--- config.mk ---
export PLATFORM = sky130hd
export DESIGN_NAME = k_permutation_enumerator
export DESIGN_NICKNAME = d
export VERILOG_FILES = /design/src/rtl/core/kpe_pkg.sv /design/src/rtl/core/k_permutation_enumerator.sv /design/src/rtl/core/kpe_dpath.sv /design/src/rtl/core/kpe_ctrl.sv
export VERILOG_INCLUDE_DIRS = /design/src /design/src/rtl/core
export SDC_FILE = /design/constraint.sdc
export NUM_CORES = 1
export LEC_CHECK = 0
export BUFFER_PORTS_ARGS = -buffer_cell sky130_fd_sc_hd__buf_2
export CORE_AREA = 2 2 126 128
export DETAILED_ROUTE_END_ITERATION = 8
export DIE_AREA = 0 0 128 130
export PLACE_DENSITY = 0.7
export SLEW_MARGIN = 25
export SYNTH_ARGS = -nofsm -noshare
export SYNTH_HDL_FRONTEND = slang
export SYNTH_SLANG_ARGS = --single-unit
--- constraint.sdc ---
create_clock -name clk_i -period 4.5 [get_ports clk_i]
set_clock_uncertainty 0.2 [all_clocks]
set_input_delay 0.45 -clock clk_i [delete_from_list [all_inputs] [get_ports clk_i]]
set_output_delay 0.45 -clock clk_i [all_outputs]
set_load 0.02 [all_outputs]
--- src/rtl/core/k_permutation_enumerator_assert.svh ---
// assertion macros shared by the enumerator modules
`ifndef K_PERMUTATION_ENUMERATOR_ASSERT_SVH
`define K_PERMUTATION_ENUMERATOR_ASSERT_SVH

`ifndef SYNTHESIS
`define KPE_ASSERT(name, prop, msg) \
  name: assert property (@(posedge clk_i) disable iff (!rst_ni) prop) else $error(msg);
`define KPE_ASSERT_ALWAYS(name, prop, msg) \
  name: assert property (@(posedge clk_i) prop) else $error(msg);
`else
`define KPE_ASSERT(name, prop, msg)
`define KPE_ASSERT_ALWAYS(name, prop, msg)
`endif

`endif

--- src/rtl/core/kpe_pkg.sv ---
package kpe_pkg;

  localparam int MAX_N     = 8;
  localparam int IDX_W     = (MAX_N > 1) ? $clog2(MAX_N) : 1;
  localparam int CNT_W     = $clog2(MAX_N + 1);
  localparam int CFG_W     = 4;
  localparam int CFG_IDX_W = 1;
  localparam int OUT_W     = 3;
  localparam int SEQ_W     = 16;

  localparam logic [CFG_IDX_W-1:0] REG_SET_SIZE   = 1'd0;
  localparam logic [CFG_IDX_W-1:0] REG_PICK_COUNT = 1'd1;

  localparam logic [CFG_W-1:0] SET_SIZE_RST   = 4'd8;
  localparam logic [CFG_W-1:0] PICK_COUNT_RST = 4'd3;

  typedef enum logic [4:0] {
    OP_NONE,
    OP_START,
    OP_EMIT_RD,
    OP_EMIT_OUT,
    OP_EXH_OUT,
    OP_FLIP_INIT,
    OP_FLIP_RD,
    OP_FLIP_W1,
    OP_FLIP_W2,
    OP_SCAN_INIT,
    OP_SCAN_RD,
    OP_SCAN_DEC,
    OP_PIV,
    OP_FIND_RD,
    OP_FIND_DEC,
    OP_SWAP_W1,
    OP_SWAP_W2,
    OP_FINISH,
    OP_WRAP
  } op_e;

  typedef struct packed {
    logic done;
    logic out_free;
    logic emit_last;
    logic flip_go;
    logic a_zero;
    logic n_lt2;
    logic scan_desc;
    logic find_le;
  } sts_t;

  function automatic logic [CNT_W-1:0] eff_n(input logic [CFG_W-1:0] v);
    logic [7:0] w;
    w = 8'(v);
    if (w == 8'd0) w = 8'd1;
    if (w > 8'(MAX_N)) w = 8'(MAX_N);
    return CNT_W'(w);
  endfunction

  function automatic logic [CNT_W-1:0] eff_k(input logic [CFG_W-1:0] v,
                                             input logic [CNT_W-1:0] n);
    logic [7:0] w;
    w = 8'(v);
    if (w == 8'd0) w = 8'd1;
    if (w > 8'(n)) w = 8'(n);
    return CNT_W'(w);
  endfunction

endpackage

--- src/rtl/core/k_permutation_enumerator.sv ---
// channel | direction | handshake                | word
// in      | input     | in_valid_i / in_stall_o  | restart_i
// out     | output    | out_valid_o / out_stall_i| position_o, chosen_index_o,
//         |           |                          | sequence_number_o, last_o, exhausted_o
// cfg     | input     | cfg_valid_i / cfg_ready_o| cfg_index_i, cfg_data_i
//
// one request at a time: a start and a check step, a read and an output step per
// emitted word, then the next-permutation pass on the arrangement store (one write
// port): a read and two writes per swapped pair, a read and a compare per scanned
// or searched entry; output stalls hold the emit steps
// reset gives the identity arrangement at once through per-entry valid bits
module k_permutation_enumerator (
  input  logic                           clk_i,
  input  logic                           rst_ni,
  input  logic                           in_valid_i,
  output logic                           in_stall_o,
  input  logic                           restart_i,
  output logic                           out_valid_o,
  input  logic                           out_stall_i,
  output logic [kpe_pkg::OUT_W-1:0]      position_o,
  output logic [kpe_pkg::OUT_W-1:0]      chosen_index_o,
  output logic [kpe_pkg::SEQ_W-1:0]      sequence_number_o,
  output logic                           last_o,
  output logic                           exhausted_o,
  input  logic                           cfg_valid_i,
  output logic                           cfg_ready_o,
  input  logic [kpe_pkg::CFG_IDX_W-1:0]  cfg_index_i,
  input  logic [kpe_pkg::CFG_W-1:0]      cfg_data_i
);
  import kpe_pkg::*;

  op_e  op;
  sts_t sts;
  logic cfg_we;

  assign cfg_we = cfg_valid_i && cfg_ready_o;

  kpe_ctrl u_ctrl (
    .clk_i       (clk_i),
    .rst_ni      (rst_ni),
    .in_valid_i  (in_valid_i),
    .in_stall_o  (in_stall_o),
    .cfg_valid_i (cfg_valid_i),
    .cfg_ready_o (cfg_ready_o),
    .sts_i       (sts),
    .op_o        (op)
  );

  kpe_dpath u_dpath (
    .clk_i             (clk_i),
    .rst_ni            (rst_ni),
    .op_i              (op),
    .sts_o             (sts),
    .restart_i         (restart_i),
    .cfg_we_i          (cfg_we),
    .cfg_index_i       (cfg_index_i),
    .cfg_data_i        (cfg_data_i),
    .out_valid_o       (out_valid_o),
    .out_stall_i       (out_stall_i),
    .position_o        (position_o),
    .chosen_index_o    (chosen_index_o),
    .sequence_number_o (sequence_number_o),
    .last_o            (last_o),
    .exhausted_o       (exhausted_o)
  );

endmodule

--- src/rtl/core/kpe_dpath.sv ---
`include "k_permutation_enumerator_assert.svh"

module kpe_dpath (
  input  logic                           clk_i,
  input  logic                           rst_ni,
  input  kpe_pkg::op_e                   op_i,
  output kpe_pkg::sts_t                  sts_o,
  input  logic                           restart_i,
  input  logic                           cfg_we_i,
  input  logic [kpe_pkg::CFG_IDX_W-1:0]  cfg_index_i,
  input  logic [kpe_pkg::CFG_W-1:0]      cfg_data_i,
  output logic                           out_valid_o,
  input  logic                           out_stall_i,
  output logic [kpe_pkg::OUT_W-1:0]      position_o,
  output logic [kpe_pkg::OUT_W-1:0]      chosen_index_o,
  output logic [kpe_pkg::SEQ_W-1:0]      sequence_number_o,
  output logic                           last_o,
  output logic                           exhausted_o
);
  import kpe_pkg::*;

  logic [CFG_W-1:0] set_size_q, pick_count_q;
  logic [CNT_W-1:0] n_eff, k_eff;
  logic             done_q;
  logic [SEQ_W-1:0] seq_q;
  logic [CNT_W-1:0] a_q, a_d, b_q, b_d, am1, bm1;
  logic [IDX_W-1:0] piv_q, rda_q, rdb_q;
  logic [IDX_W-1:0] mem_q [MAX_N];
  logic [MAX_N-1:0] vld_q;
  logic             rd_en_a, rd_en_b, we;
  logic [IDX_W-1:0] ra, rb, wa, wd;
  logic             clear;
  logic             out_vld_q;
  logic [OUT_W-1:0] pos_q, chosen_q;
  logic [SEQ_W-1:0] oseq_q;
  logic             last_q, exh_q;
  logic             out_free, load_out;

  assign n_eff = eff_n(set_size_q);
  assign k_eff = eff_k(pick_count_q, n_eff);
  assign am1   = a_q - 1'b1;
  assign bm1   = b_q - 1'b1;
  assign clear = cfg_we_i || (op_i == OP_START && restart_i);

  assign out_free = !out_vld_q || !out_stall_i;
  assign load_out = (op_i == OP_EMIT_OUT) || (op_i == OP_EXH_OUT);

  assign sts_o.done      = done_q;
  assign sts_o.out_free  = out_free;
  assign sts_o.emit_last = (a_q + 1'b1) == k_eff;
  assign sts_o.flip_go   = ({1'b0, a_q} + 1'b1) < {1'b0, b_q};
  assign sts_o.a_zero    = (a_q == '0);
  assign sts_o.n_lt2     = (n_eff < CNT_W'(2));
  assign sts_o.scan_desc = (rda_q >= rdb_q);
  assign sts_o.find_le   = (rdb_q <= piv_q);

  always_comb begin
    rd_en_a = 1'b0;
    rd_en_b = 1'b0;
    we      = 1'b0;
    ra      = a_q[IDX_W-1:0];
    rb      = b_q[IDX_W-1:0];
    wa      = a_q[IDX_W-1:0];
    wd      = rdb_q;
    unique case (op_i)
      OP_EMIT_RD: begin
        rd_en_a = 1'b1;
      end
      OP_FLIP_RD: begin
        rd_en_a = 1'b1;
        rd_en_b = 1'b1;
        rb      = bm1[IDX_W-1:0];
      end
      OP_SCAN_RD: begin
        rd_en_a = 1'b1;
        rd_en_b = 1'b1;
        ra      = am1[IDX_W-1:0];
        rb      = a_q[IDX_W-1:0];
      end
      OP_FIND_RD: begin
        rd_en_b = 1'b1;
      end
      OP_FLIP_W1: begin
        we = 1'b1;
      end
      OP_FLIP_W2: begin
        we = 1'b1;
        wa = bm1[IDX_W-1:0];
        wd = rda_q;
      end
      OP_SWAP_W1: begin
        we = 1'b1;
        wa = am1[IDX_W-1:0];
      end
      OP_SWAP_W2: begin
        we = 1'b1;
        wa = b_q[IDX_W-1:0];
        wd = piv_q;
      end
      default: begin
      end
    endcase
  end

  // arrangement store, entries read as identity until written
  always_ff @(posedge clk_i) begin
    if (we) mem_q[wa] <= wd;
  end

  always_ff @(posedge clk_i or negedge rst_ni) begin
    if (!rst_ni) begin
      vld_q <= '0;
    end else if (clear) begin
      vld_q <= '0;
    end else if (we) begin
      vld_q[wa] <= 1'b1;
    end
  end

  always_ff @(posedge clk_i) begin
    if (rd_en_a) rda_q <= vld_q[ra] ? mem_q[ra] : ra;
    if (rd_en_b) rdb_q <= vld_q[rb] ? mem_q[rb] : rb;
    if (op_i == OP_PIV) piv_q <= rda_q;
  end

  always_comb begin
    a_d = a_q;
    b_d = b_q;
    unique case (op_i)
      OP_START:     a_d = '0;
      OP_EMIT_OUT:  a_d = a_q + 1'b1;
      OP_FLIP_INIT: begin
        a_d = k_eff;
        b_d = n_eff;
      end
      OP_FLIP_W2: begin
        a_d = a_q + 1'b1;
        b_d = bm1;
      end
      OP_SCAN_INIT: a_d = n_eff - 1'b1;
      OP_SCAN_DEC:  a_d = am1;
      OP_PIV:       b_d = n_eff - 1'b1;
      OP_FIND_DEC:  b_d = bm1;
      OP_SWAP_W2:   b_d = n_eff;
      default: begin
      end
    endcase
  end

  always_ff @(posedge clk_i) begin
    a_q <= a_d;
    b_q <= b_d;
  end

  always_ff @(posedge clk_i or negedge rst_ni) begin
    if (!rst_ni) begin
      set_size_q   <= SET_SIZE_RST;
      pick_count_q <= PICK_COUNT_RST;
    end else if (cfg_we_i) begin
      unique case (cfg_index_i)
        REG_SET_SIZE:   set_size_q   <= cfg_data_i;
        REG_PICK_COUNT: pick_count_q <= cfg_data_i;
        default: begin
        end
      endcase
    end
  end

  always_ff @(posedge clk_i or negedge rst_ni) begin
    if (!rst_ni) begin
      done_q <= 1'b0;
      seq_q  <= '0;
    end else if (clear) begin
      done_q <= 1'b0;
      seq_q  <= '0;
    end else if (op_i == OP_WRAP) begin
      done_q <= 1'b1;
      seq_q  <= seq_q + 1'b1;
    end else if (op_i == OP_FINISH) begin
      seq_q <= seq_q + 1'b1;
    end
  end

  // output word register
  always_ff @(posedge clk_i or negedge rst_ni) begin
    if (!rst_ni) begin
      out_vld_q <= 1'b0;
    end else if (load_out) begin
      out_vld_q <= 1'b1;
    end else if (!out_stall_i) begin
      out_vld_q <= 1'b0;
    end
  end

  always_ff @(posedge clk_i) begin
    if (op_i == OP_EMIT_OUT) begin
      pos_q    <= OUT_W'(a_q);
      chosen_q <= OUT_W'(rda_q);
      oseq_q   <= seq_q;
      last_q   <= sts_o.emit_last;
      exh_q    <= 1'b0;
    end else if (op_i == OP_EXH_OUT) begin
      pos_q    <= '0;
      chosen_q <= '0;
      oseq_q   <= seq_q;
      last_q   <= 1'b1;
      exh_q    <= 1'b1;
    end
  end

  assign out_valid_o       = out_vld_q;
  assign position_o        = pos_q;
  assign chosen_index_o    = chosen_q;
  assign sequence_number_o = oseq_q;
  assign last_o            = last_q;
  assign exhausted_o       = exh_q;

  `KPE_ASSERT(a_cfg_restarts, cfg_we_i |=> (seq_q == '0 && !done_q), "config write did not restart")
  `KPE_ASSERT(a_wrap_sets_done, (op_i == OP_WRAP) |=> done_q, "wrap did not set exhausted")
  `KPE_ASSERT(a_exh_word, (out_vld_q && exh_q) |-> (last_q && pos_q == '0), "bad exhausted word")
  `KPE_ASSERT(a_load_when_free, load_out |-> out_free, "output word overwritten")

endmodule

--- src/rtl/core/kpe_ctrl.sv ---
`include "k_permutation_enumerator_assert.svh"

module kpe_ctrl (
  input  logic          clk_i,
  input  logic          rst_ni,
  input  logic          in_valid_i,
  output logic          in_stall_o,
  input  logic          cfg_valid_i,
  output logic          cfg_ready_o,
  input  kpe_pkg::sts_t sts_i,
  output kpe_pkg::op_e  op_o
);
  import kpe_pkg::*;

  typedef enum logic [16:0] {
    ST_IDLE      = 17'b00000000000000001,
    ST_CHECK     = 17'b00000000000000010,
    ST_EXH       = 17'b00000000000000100,
    ST_EMIT_RD   = 17'b00000000000001000,
    ST_EMIT      = 17'b00000000000010000,
    ST_FLIP_INIT = 17'b00000000000100000,
    ST_FLIP_RD   = 17'b00000000001000000,
    ST_FLIP_W1   = 17'b00000000010000000,
    ST_FLIP_W2   = 17'b00000000100000000,
    ST_SCAN_INIT = 17'b00000001000000000,
    ST_SCAN_RD   = 17'b00000010000000000,
    ST_SCAN_CMP  = 17'b00000100000000000,
    ST_FIND_RD   = 17'b00001000000000000,
    ST_FIND_CMP  = 17'b00010000000000000,
    ST_SWAP_W2   = 17'b00100000000000000,
    ST_FINISH    = 17'b01000000000000000,
    ST_WRAP      = 17'b10000000000000000
  } state_e;

  state_e state_q, state_d;
  logic   second_q, second_d;
  logic   idle, in_acc;

  assign idle        = (state_q == ST_IDLE);
  assign cfg_ready_o = idle;
  assign in_stall_o  = !idle || cfg_valid_i;
  assign in_acc      = in_valid_i && !in_stall_o;

  always_comb begin
    state_d  = state_q;
    second_d = second_q;
    op_o     = OP_NONE;
    unique case (state_q)
      ST_IDLE: begin
        if (in_acc) begin
          op_o    = OP_START;
          state_d = ST_CHECK;
        end
      end
      ST_CHECK: state_d = sts_i.done ? ST_EXH : ST_EMIT_RD;
      ST_EXH: begin
        if (sts_i.out_free) begin
          op_o    = OP_EXH_OUT;
          state_d = ST_IDLE;
        end
      end
      ST_EMIT_RD: begin
        op_o    = OP_EMIT_RD;
        state_d = ST_EMIT;
      end
      ST_EMIT: begin
        if (sts_i.out_free) begin
          op_o    = OP_EMIT_OUT;
          state_d = sts_i.emit_last ? ST_FLIP_INIT : ST_EMIT_RD;
        end
      end
      ST_FLIP_INIT: begin
        op_o     = OP_FLIP_INIT;
        second_d = 1'b0;
        state_d  = ST_FLIP_RD;
      end
      ST_FLIP_RD: begin
        if (sts_i.flip_go) begin
          op_o    = OP_FLIP_RD;
          state_d = ST_FLIP_W1;
        end else begin
          state_d = second_q ? ST_FINISH : ST_SCAN_INIT;
        end
      end
      ST_FLIP_W1: begin
        op_o    = OP_FLIP_W1;
        state_d = ST_FLIP_W2;
      end
      ST_FLIP_W2: begin
        op_o    = OP_FLIP_W2;
        state_d = ST_FLIP_RD;
      end
      ST_SCAN_INIT: begin
        if (sts_i.n_lt2) begin
          state_d = ST_WRAP;
        end else begin
          op_o    = OP_SCAN_INIT;
          state_d = ST_SCAN_RD;
        end
      end
      ST_SCAN_RD: begin
        if (sts_i.a_zero) begin
          state_d = ST_WRAP;
        end else begin
          op_o    = OP_SCAN_RD;
          state_d = ST_SCAN_CMP;
        end
      end
      ST_SCAN_CMP: begin
        if (sts_i.scan_desc) begin
          op_o    = OP_SCAN_DEC;
          state_d = ST_SCAN_RD;
        end else begin
          op_o    = OP_PIV;
          state_d = ST_FIND_RD;
        end
      end
      ST_FIND_RD: begin
        op_o    = OP_FIND_RD;
        state_d = ST_FIND_CMP;
      end
      ST_FIND_CMP: begin
        if (sts_i.find_le) begin
          op_o    = OP_FIND_DEC;
          state_d = ST_FIND_RD;
        end else begin
          op_o    = OP_SWAP_W1;
          state_d = ST_SWAP_W2;
        end
      end
      ST_SWAP_W2: begin
        op_o     = OP_SWAP_W2;
        second_d = 1'b1;
        state_d  = ST_FLIP_RD;
      end
      ST_FINISH: begin
        op_o    = OP_FINISH;
        state_d = ST_IDLE;
      end
      ST_WRAP: begin
        op_o    = OP_WRAP;
        state_d = ST_IDLE;
      end
      default: state_d = ST_IDLE;
    endcase
  end

  always_ff @(posedge clk_i or negedge rst_ni) begin
    if (!rst_ni) begin
      state_q  <= ST_IDLE;
      second_q <= 1'b0;
    end else begin
      state_q  <= state_d;
      second_q <= second_d;
    end
  end

  `KPE_ASSERT(a_accept_to_check, in_acc |=> (state_q == ST_CHECK), "accept did not start work")
  `KPE_ASSERT(a_emit_waits, (state_q == ST_EMIT && !sts_i.out_free) |=> (state_q == ST_EMIT),
              "emit left while output busy")
  `KPE_ASSERT(a_end_to_idle, (state_q == ST_WRAP || state_q == ST_FINISH) |=> idle,
              "request did not end in idle")

endmodule

==> results.cfg, run 1 <==
[sta]
rsz0062_at_grt = no
setup_violations = 0
tightest_slew_ns = 0.803
fmax_ghz = 0.237
hold_viol_final = 0
period_share_pct = 93.9
period_needed_ns = 4.23
final.setup.worst_slack_ns = 0.272
setup_tns_ns = 0
final_max_slew_viol_count = 0
max_slew_margin_pct = 46.2

[clock_tree]
cts_sinks = 117
clk_pin_slew_ns = 0.05
cts_buffers = 17
clock_latency_ns = 0.42
cts_buffer_depth = 2
cts_root_buf = clkbuf_16
cts_max_level = 4
cts_tree = yes
cts_setup_buffers = 0

[grt]
first_global_vias = 5604
grt_pass1_wl_um = 29900
overflow = 0
grt_start_max_net_pins = 53
grt_antenna_before_repair = 0
track_usage_pct = 23.8

[setup_path]
crit_slowest_cell = edfxtp_1
reg2reg_depth = 12
critPathKind = register to register
cp_top_family = compound AO/OA/AOI/OAI gates
startpoint_type = register
cpPeakStageDelay_ns = 0.50
cpMostUsedCell = ha_1
cp.depth = 12
critPathBufInv = 1
crit_fanout = 10
critPathArrivalTime_ns = 4.20
worstPathCellList = inv_1 > ha_1 > ha_1 > a21bo_2 > a21oi_1 > nor4_4 > nor2_4 > o21a_1 > a221oi_1 > and3_1 > nor4_2 > mux2_4
critPathCaptureType = register
crit_required_ns = 4.47

[yosys]
synth_async_sr_flop_share_pct = 44.4
synth_seq_area_share_pct = 48.2
syn_avg_cell_area_um2 = 10.2
synth_edf_count = 64
synth-main-ff-cell = edfxtp_1
syn-instance-count = 659
yosysUniqueCellTypes = 78
synthesis.area_mm2 = 0.00674
syn-num-nets = 689
synth_seq_cells = 117
ys_warn_count = 0

[drt]
wl_per_cell_um = 20.7
vias = 5608
routed_wl_um = 18900
via_per_inst = 6.12
drt_iter0_drc = 670
dr.pass1.iters = 5
drc = 0
antenna_left = 0

[place]
post-dp-hpwl_um = 14300
gp_congestion = 1.02
placedCellCount = 884
dp_worst_setup_slack_ns = 0.299
portBuffers = 37

[pwr]
power_density_mw_per_mm2 = 450
irDropWorstVdd_v = 0.000267
p_leak_nw = 3.34

[run_status]
status = complete, no violations

[cells_and_area]
n_fill_cell = 1366
nets = 742
antennaDiodeCount = 0
regArea_mm2 = 0.00325
area_delta_synth_final_pct = 16.7
fin_cells = 917
drive_gt1_share_pct = 18.6
multiInputGateArea_mm2 = 0.00328

[worst_hold_path]
hold_path_depth = 3
hold_path_class = input port to register

[floorplan]
fp.dieW_um = 128
core_mm2 = 0.0154
rows = 46
initial_utilization_pct = 43.7
dieHeight_um = 130
ios = 38
die-area_mm2 = 0.0166

[flow_run]
maxCapViolations = 0
through the flow:
stage | total power [mW] | instance area, um^2 | util [%] | hold slack [ns]
2_1_floorplan | 1.85 | 6740 | - | -0.0456
3_3_place_gp | 2.03 | 7200 | 46.7 | 0.222
3_5_place_dp | 2.06 | 7200 | 46.7 | 0.231
4_1_cts | 3.55 | 7860 | 50.9 | 0.0493
5_1_grt | 3.69 | 7870 | 51.0 | 0.0676
6_report | 3.54 | 7870 | 51.0 | 0.0654
flip-flops by register name (all words and copies together), names as in the netlist, 4 cells and up:
signal and count:
u_dpath.b_q 4, u_dpath.seq_q 16, u_dpath.vld_q 8, u_dpath.a_q 4, u_dpath.set_size_q 4, u_dpath.sequence_number_o 16, u_ctrl.state_q 17, u_dpath.mem_q 24
u_dpath.pick_count_q 4
power by group:
part	internal (mW)	switching, mW	total [mW]
logic	0.326	0.469	0.795
clock network	0.995	0.491	1.49
registers	1.21	0.0541	1.26
routing by layer:
layer,vias up,global-route usage [%],share of wire (%)
met4,0,11.2,3.1
met1,2721,29.2,42
li1,2574,-,-
met5,-,0,0
met2,269,40.3,49
met3,44,5.04,6.8
repair_timing:
action,4_1_cts,5_1_grt
setup endpoints to repair,0,1
hold buffers,1,0
hold endpoints to repair,48,0
gates resized for setup,0,1
cells in the mapped netlist (10+ instances only):
| master | number | area (um^2) |
|---|---|---|
| or3_1 | 11 | 68.8 |
| xnor2_1 | 12 | 105 |
| a21o_1 | 11 | 82.6 |
| a21oi_1 | 24 | 120 |
| xor2_1 | 10 | 87.6 |
| nand3_1 | 29 | 145 |
| clkbuf_1 | 15 | 56.3 |
| ha_1 | 19 | 238 |
| edfxtp_1 | 64 | 1920 |
| nor2_1 | 77 | 289 |
| inv_1 | 28 | 105 |
| dfrtp_1 | 48 | 1200 |
| nand2_1 | 64 | 240 |
| nand2b_1 | 14 | 87.6 |
| nor3_1 | 15 | 75.1 |
| nor4_1 | 10 | 62.6 |
| nand4_1 | 10 | 62.6 |
| o21ai_0 | 20 | 100 |
final timing paths:
path / endpoint / from / slack (ns)
worst min-delay path: u_dpath.set_size_q[3] / cfg_data_i[3] / 0.07
worst max-delay path: u_dpath.rdb_q[0] / u_dpath.a_q[1] / 0.27
worst min register to register: u_ctrl.state_q[9] / u_ctrl.second_q / 0.24
worst max register to register: u_dpath.rdb_q[0] / u_dpath.a_q[1] / 0.27
min in group asynchronous: u_ctrl.state_q[2] / rst_ni / 0.51
max in group asynchronous: u_dpath.vld_q[4] / rst_ni / 3.11
final cells by class:
type / count / share of cell area, %
clock buffers: 19 / 5.63
clock inverters: 13 / 2.58
inverters: 29 / 1.38
multi-input cells: 489 / 41.7
flip-flops and latches: 117 / 41.3
well taps: 192 / 3.05
repair buffers: 58 / 4.39
placed cells by master, fill, tap and decap left out, types with 6 or more instances in the layout:
master / Yosys / final
a21o_1: 11 / 11
a21oi_1: 24 / 24
a22oi_1: 9 / 9
and3_1: 7 / 7
buf_2: 5 / 37
buf_4: 1 / 20
clkbuf_16: 0 / 17
dfrtp_1: 48 / 48
edfxtp_1: 64 / 64
ha_1: 19 / 19
inv_1: 28 / 28
mux2_2: 9 / 9
mux2i_1: 8 / 8
mux4_2: 8 / 8
nand2_1: 64 / 64
nand2b_1: 14 / 14
nand3_1: 29 / 29
nand3b_1: 6 / 6
nand4_1: 10 / 10
nor2_1: 77 / 77
nor2b_1: 6 / 6
nor3_1: 15 / 15
nor4_1: 10 / 9
nor4_2: 5 / 6
o21ai_0: 20 / 19
or3_1: 11 / 11
or4_1: 9 / 9
xnor2_1: 12 / 12
xor2_1: 10 / 10
cells by family after synthesis:
family | Yosys count | synth area share (%)
adders and majority gates | 19 | 3.53
xor gates and xnor gates | 22 | 2.86
buffers and inverters | 53 | 3.32
muxes | 27 | 5.76
and+or+nand+nor | 288 | 22.4
AOI/OAI and AO/OA | 133 | 13.9
DFF | 117 | 48.2
tightest hold or removal path, cell delays in order:
cell and delay, ns:
buf_2 0.10, nand2_1 0.04, o21ai_0 0.07
(Power assumes the default switching activity.)
==> run 2, diff against run 1 <==
CORE_AREA = 2 2 107 150   (was 2 2 126 128)
DIE_AREA = 0 0 109 152   (was 0 0 128 130)
SETUP_SLACK_MARGIN = 0.4   (was unset)
==> run 2 against run 1 <==
Net effect: total power down 1.3%; combinational power hardly changed; routed wire length down 3.7%; clock power down 3%; critical path depth is 1 higher; critical endpoint unchanged; largest power group unchanged; highest routed layer unchanged.
==> results.cfg, run 2 (synthesized netlist as in run 1, its figures left out) <==
[run_status]
status = complete, no violations

[clock_tree]
cts_buffers = 17
cts_tree = yes
clock_latency_ns = 0.41
cts_buffer_depth = 2
cts_sinks = 117
clk_pin_slew_ns = 0.06
cts_root_buf = clkbuf_16
cts_max_level = 4

[flow_run]
maxCapViolations = 0

[setup_path]
crit_path_start = u_dpath.a_q[1]
startpoint_type = register
critPathKind = register to register
critPathArrivalTime_ns = 3.93
crit_required_ns = 4.46
critPathCaptureType = register
r2r_start = u_dpath.a_q[1]
crit_fanout = 10

[worst_hold_path]
worstHoldStart = cfg_data_i[3]
hold_path_class = input port to register

[sta]
max_slew_margin_pct = 49.3
whs_ns = 0.0761
hold_viol_final = 0
tightest_slew_ns = 0.758
period_needed_ns = 3.97
rsz0062_at_grt = yes
final_max_slew_viol_count = 0
period_share_pct = 88.3
setup_tns_ns = 0
fmax_ghz = 0.252
setup_violations = 0

[cells_and_area]
final_common_cell = nor2_1
area_delta_synth_final_pct = 18.2
top_regs = u_dpath.mem_q x24, u_ctrl.state_q x17
layout_common_cells = 75 x nor2_1, 64 x nand2_1, 64 x edfxtp_1
largest_reg_flops = 24
drive_gt1_share_pct = 21.1
fin_cells = 925
nets = 746
design_area_mm2 = 0.00797
regMostFlops = u_dpath.mem_q
antennaDiodeCount = 0

[pwr]
irDropWorstVdd_v = 0.000280
internal-power_mw = 2.49
pwr-share-seq_pct = 36.1
p_sw_mw = 1.01
sw_frac_of_total_pct = 28.8
p_leak_nw = 3.35
finalPower_mw = 3.50
power_density_mw_per_mm2 = 439
combPwrFrac_pct = 22.7
clock_power_share_pct = 41.2

[drt]
antenna_left = 0
vias = 5614
routed_wl_um = 18200
drc = 0
drt_iter0_drc = 539
dr.pass1.iters = 6
wl_per_cell_um = 19.7
via_per_inst = 6.07

[place]
portBuffers = 37
placed_area_mm2 = 0.00721
placedCellCount = 888
gp_congestion = 0.973
post-dp-hpwl_um = 14000

[grt]
grt_antenna_before_repair = 0
first_global_vias = 5721
overflow = 0
grt_start_max_net_pins = 53
track_usage_pct = 23.1
grt_pass1_wl_um = 29400

[floorplan]
ios = 38
core_mm2 = 0.0153
fp.dieW_um = 109
dieHeight_um = 152
die-area_mm2 = 0.0166
initial_utilization_pct = 43.9
rows = 54
[run 2: power groups by stage]
stage	logic (mW)	registers, mW	clock network, mW
after CTS	0.781	1.26	1.46
after global routing	0.884	1.27	1.51
after floorplan	0.586	1.26	0
final	0.795	1.26	1.44
after detailed placement	0.768	1.28	0
after global placement	0.740	1.27	0
[run 2: critical path: stages (launching register included)]
cell	delay, ns
edfxtp_1	0.50
inv_2	0.15
ha_2	0.33
ha_1	0.28
a21bo_2	0.21
a21oi_4	0.08
nor4_4	0.39
buf_4	0.21
nor2_4	0.06
o21a_4	0.28
a221o_1	0.42
nor3_2	0.23
nor4_2	0.09
mux2_4	0.29
[run 2: path summary, 6_finish.rpt]
check / endpoint / slack, ns / cells past startpoint
worst max-delay path: u_dpath.rdb_q[0] / 0.53 / 13
worst min-delay path: u_dpath.set_size_q[3] / 0.08 / 3
worst max register to register: u_dpath.rdb_q[0] / 0.53 / 13
worst min register to register: u_ctrl.state_q[9] / 0.26 / 1
max in group asynchronous: u_dpath.seq_q[2] / 3.13 / 3
min in group asynchronous: u_dpath.seq_q[15] / 0.50 / 3
[run 2: final cells by class]
class                           instances  area, um^2
Clock buffer                           19         454
Clock inverter                         13         176
Fill cell                            1296        7370
Inverter                               29         109
Multi-Input combinational cell        489        3360
Sequential cell                       117        3250
Tap cell                              196         245
Timing Repair Buffer                   62         375
[run 2: stage by stage]
stage                     util (%)  setup WS, ns
after global placement        47.0         0.299
after global routing          51.9         0.369
after CTS                     51.4         0.416
final                         51.9         0.527
after detailed placement      47.0         0.186
after floorplan                  -         0.591
[run 2: repair_timing]
action                                  CTS  global route
endpoints found under the setup margin    2            29
gates cloned                              0             0
pin swaps                                 1             1
endpoints found under the hold margin    45             0
buffers inserted                          0             4
hold buffers                              1             0
resized for setup                         5            16
[run 2: metal layers]
layer  global-route usage (%)  part of all wire (%)  up-vias
li1                         -                     -     2578
met1                     25.7                    38     2744
met2                     40.6                    52      222
met3                     3.39                   4.6       70
met4                     14.1                   5.4        0
met5                        0                     0        -
==> run 3, diff against run 2 <==
BUFFER_PORTS_ARGS = unset   (was -buffer_cell sky130_fd_sc_hd__buf_2)
DONT_BUFFER_PORTS = 1   (was unset)
PLACE_DENSITY = 0.68   (was 0.7)
clock period = 3.9 ns   (was 4.5 ns; I/O delays follow)
==> run 3 against run 2 <==
Net effect: the run now ends with negative hold slack left; sequential power increased by 17%; cell count increased by 4.3%; clock power increased by 17%; utilization increased by 5.1 points; via count increased by 4.6%; sequential share of layout area decreased by 3.6 points.
==> results.cfg, run 3 (synthesized netlist as in run 1, its figures left out) <==
[sta]
final_max_slew_viol_count = 0
max_slew_margin_pct = 50.7
whs_ns = -0.000679
period_needed_ns = 3.76
setup_violations = 0
hold_viol_final = 1
period_share_pct = 96.4
setup_tns_ns = 0
fmax_ghz = 0.266
tightest_slew_ns = 0.736
final.setup.worst_slack_ns = 0.140
rsz0062_at_grt = yes

[clock_tree]
cts_buffer_depth = 2
clk_pin_slew_ns = 0.06
clock_latency_ns = 0.42
cts_buffers = 17
cts_tree = yes
cts_sinks = 117
cts_root_buf = clkbuf_16
cts_max_level = 4

[drt]
wl_per_cell_um = 21.4
vias = 5870
via_per_inst = 6.08
drt_iter0_drc = 398
dr.pass1.iters = 5
drc = 0
routed_wl_um = 20600
antenna_left = 0

[setup_path]
cp.depth = 14
rrSetupSlack_ns = 0.14
cpPeakStageDelay_ns = 0.50
crit_fanout = 5
critPathCaptureType = register
crit_slowest_cell = edfxtp_1
critPathBufInv = 4
r2r_start = u_dpath.a_q[0]
worstPathCellList = buf_6 > inv_4 > ha_4 > ha_4 > a21bo_4 > a21oi_4 > buf_6 > nor4_4 > buf_4 > a22o_1 > a221o_1 > and3_4 > nor4_4 > mux2_4
cp_top_family = compound AO/OA/AOI/OAI gates
timing.rr.end = u_dpath.rdb_q[0]
startpoint_type = register
critPathKind = register to register
crit_required_ns = 3.87
critPathArrivalTime_ns = 3.73
reg2reg_depth = 14

[pwr]
finalPower_mw = 4.42
irDropWorstVdd_v = 0.000277
p_sw_mw = 1.36
pwr-share-seq_pct = 33.4
power_density_mw_per_mm2 = 504
combPwrFrac_pct = 28.5
sw_frac_of_total_pct = 30.8
p_leak_nw = 3.66
clock_power_share_pct = 38.1
internal-power_mw = 3.05

[place]
gp_congestion = 0.945
placed_area_mm2 = 0.00733
portBuffers = 0
post-dp-hpwl_um = 14800
dp_worst_setup_slack_ns = 0.124

[grt]
first_global_vias = 6038
track_usage_pct = 24.8
grt_antenna_before_repair = 0
grt_pass1_wl_um = 31500
grt_start_max_net_pins = 53
overflow = 0

[floorplan]
core_mm2 = 0.0153
ios = 38
initial_utilization_pct = 43.9
fp.dieW_um = 109
rows = 54
die-area_mm2 = 0.0166
dieHeight_um = 152

[worst_hold_path]
min_to = u_dpath.set_size_q[3]
worstHoldStart = cfg_index_i
hold_path_depth = 3
hold_path_class = input port to register

[cells_and_area]
regMostFlops = u_dpath.mem_q
utilization_pct = 57.1
top_regs = u_dpath.mem_q x24, u_ctrl.state_q x17
antennaDiodeCount = 0
drive_gt1_share_pct = 30.2
area_delta_synth_final_pct = 29.9
design_area_mm2 = 0.00875
nets = 786
largest_reg_flops = 24
final_common_cell = buf_4
layout_common_cells = 82 x buf_4, 72 x nor2_1, 64 x edfxtp_1

[run_status]
status = finished with violations
violations = negative hold slack

[flow_run]
maxCapViolations = 0
## run 3: per-layer routing
layer	track usage (%)	part of all wire [%]	wire length, um	vias up
li1	-	-	-	2664
met1	26.7	36	7400	2879
met2	44.5	53	10900	249
met3	4.42	5.2	1070	78
met4	13.4	6.1	1250	0
met5	0	0	0	-
## run 3: power groups by stage
| stage | registers (mW) | logic (mW) | clock network, mW |
|---|---|---|---|
| 2_1_floorplan | 1.46 | 0.686 | 0 |
| 3_3_place_gp | 1.47 | 0.892 | 0 |
| 3_5_place_dp | 1.48 | 0.921 | 0 |
| 4_1_cts | 1.46 | 1.08 | 1.69 |
| 5_1_grt | 1.48 | 1.35 | 1.75 |
| 6_report | 1.48 | 1.26 | 1.68 |
## run 3: through the flow
stage / std cells / hold slack (ns)
finish: 965 / -0.000679
CTS: 942 / 0.00124
detailed placement: 887 / -0.104
global placement: 887 / -0.104
floorplan: 659 / -0.106
global route: 965 / 0.0556
## run 3: worst max path at each step
stage                        to  slack, ns               from
2_1_floorplan  u_dpath.rdb_q[0]       0.33  u_ctrl.state_q[9]
3_3_place_gp   u_dpath.rdb_q[2]       0.20     u_dpath.a_q[0]
3_5_place_dp   u_dpath.rdb_q[0]       0.12     u_dpath.a_q[0]
4_1_cts        u_dpath.rdb_q[0]       0.29     u_dpath.a_q[0]
5_1_grt        u_dpath.rdb_q[0]       0.03     u_dpath.a_q[0]
6_report       u_dpath.rdb_q[0]       0.14     u_dpath.a_q[0]
## run 3: repair_timing
item / in CTS / in global routing
setup buffers: 16 / 23
pin swaps: 17 / 24
hold endpoints to repair: 61 / 0
resized for setup: 45 / 44
hold buffers: 7 / 0
gates cloned: 0 / 0
setup endpoints to repair: 39 / 42
## run 3: layout make-up
type,count,area [um^2]
Sequential cell,117,3250
Fill cell,1222,6580
Tap cell,196,245
Timing Repair Buffer,102,858
Multi-Input combinational cell,489,3650
Inverter,29,115
Clock inverter,11,131
Clock buffer,21,504
## run 3: tightest hold or removal path: cells and delay by family
kind / cells / cell delay, ns
AOI/OAI and AO/OA: 1 / 0.07
and+or+nand+nor: 2 / 0.14
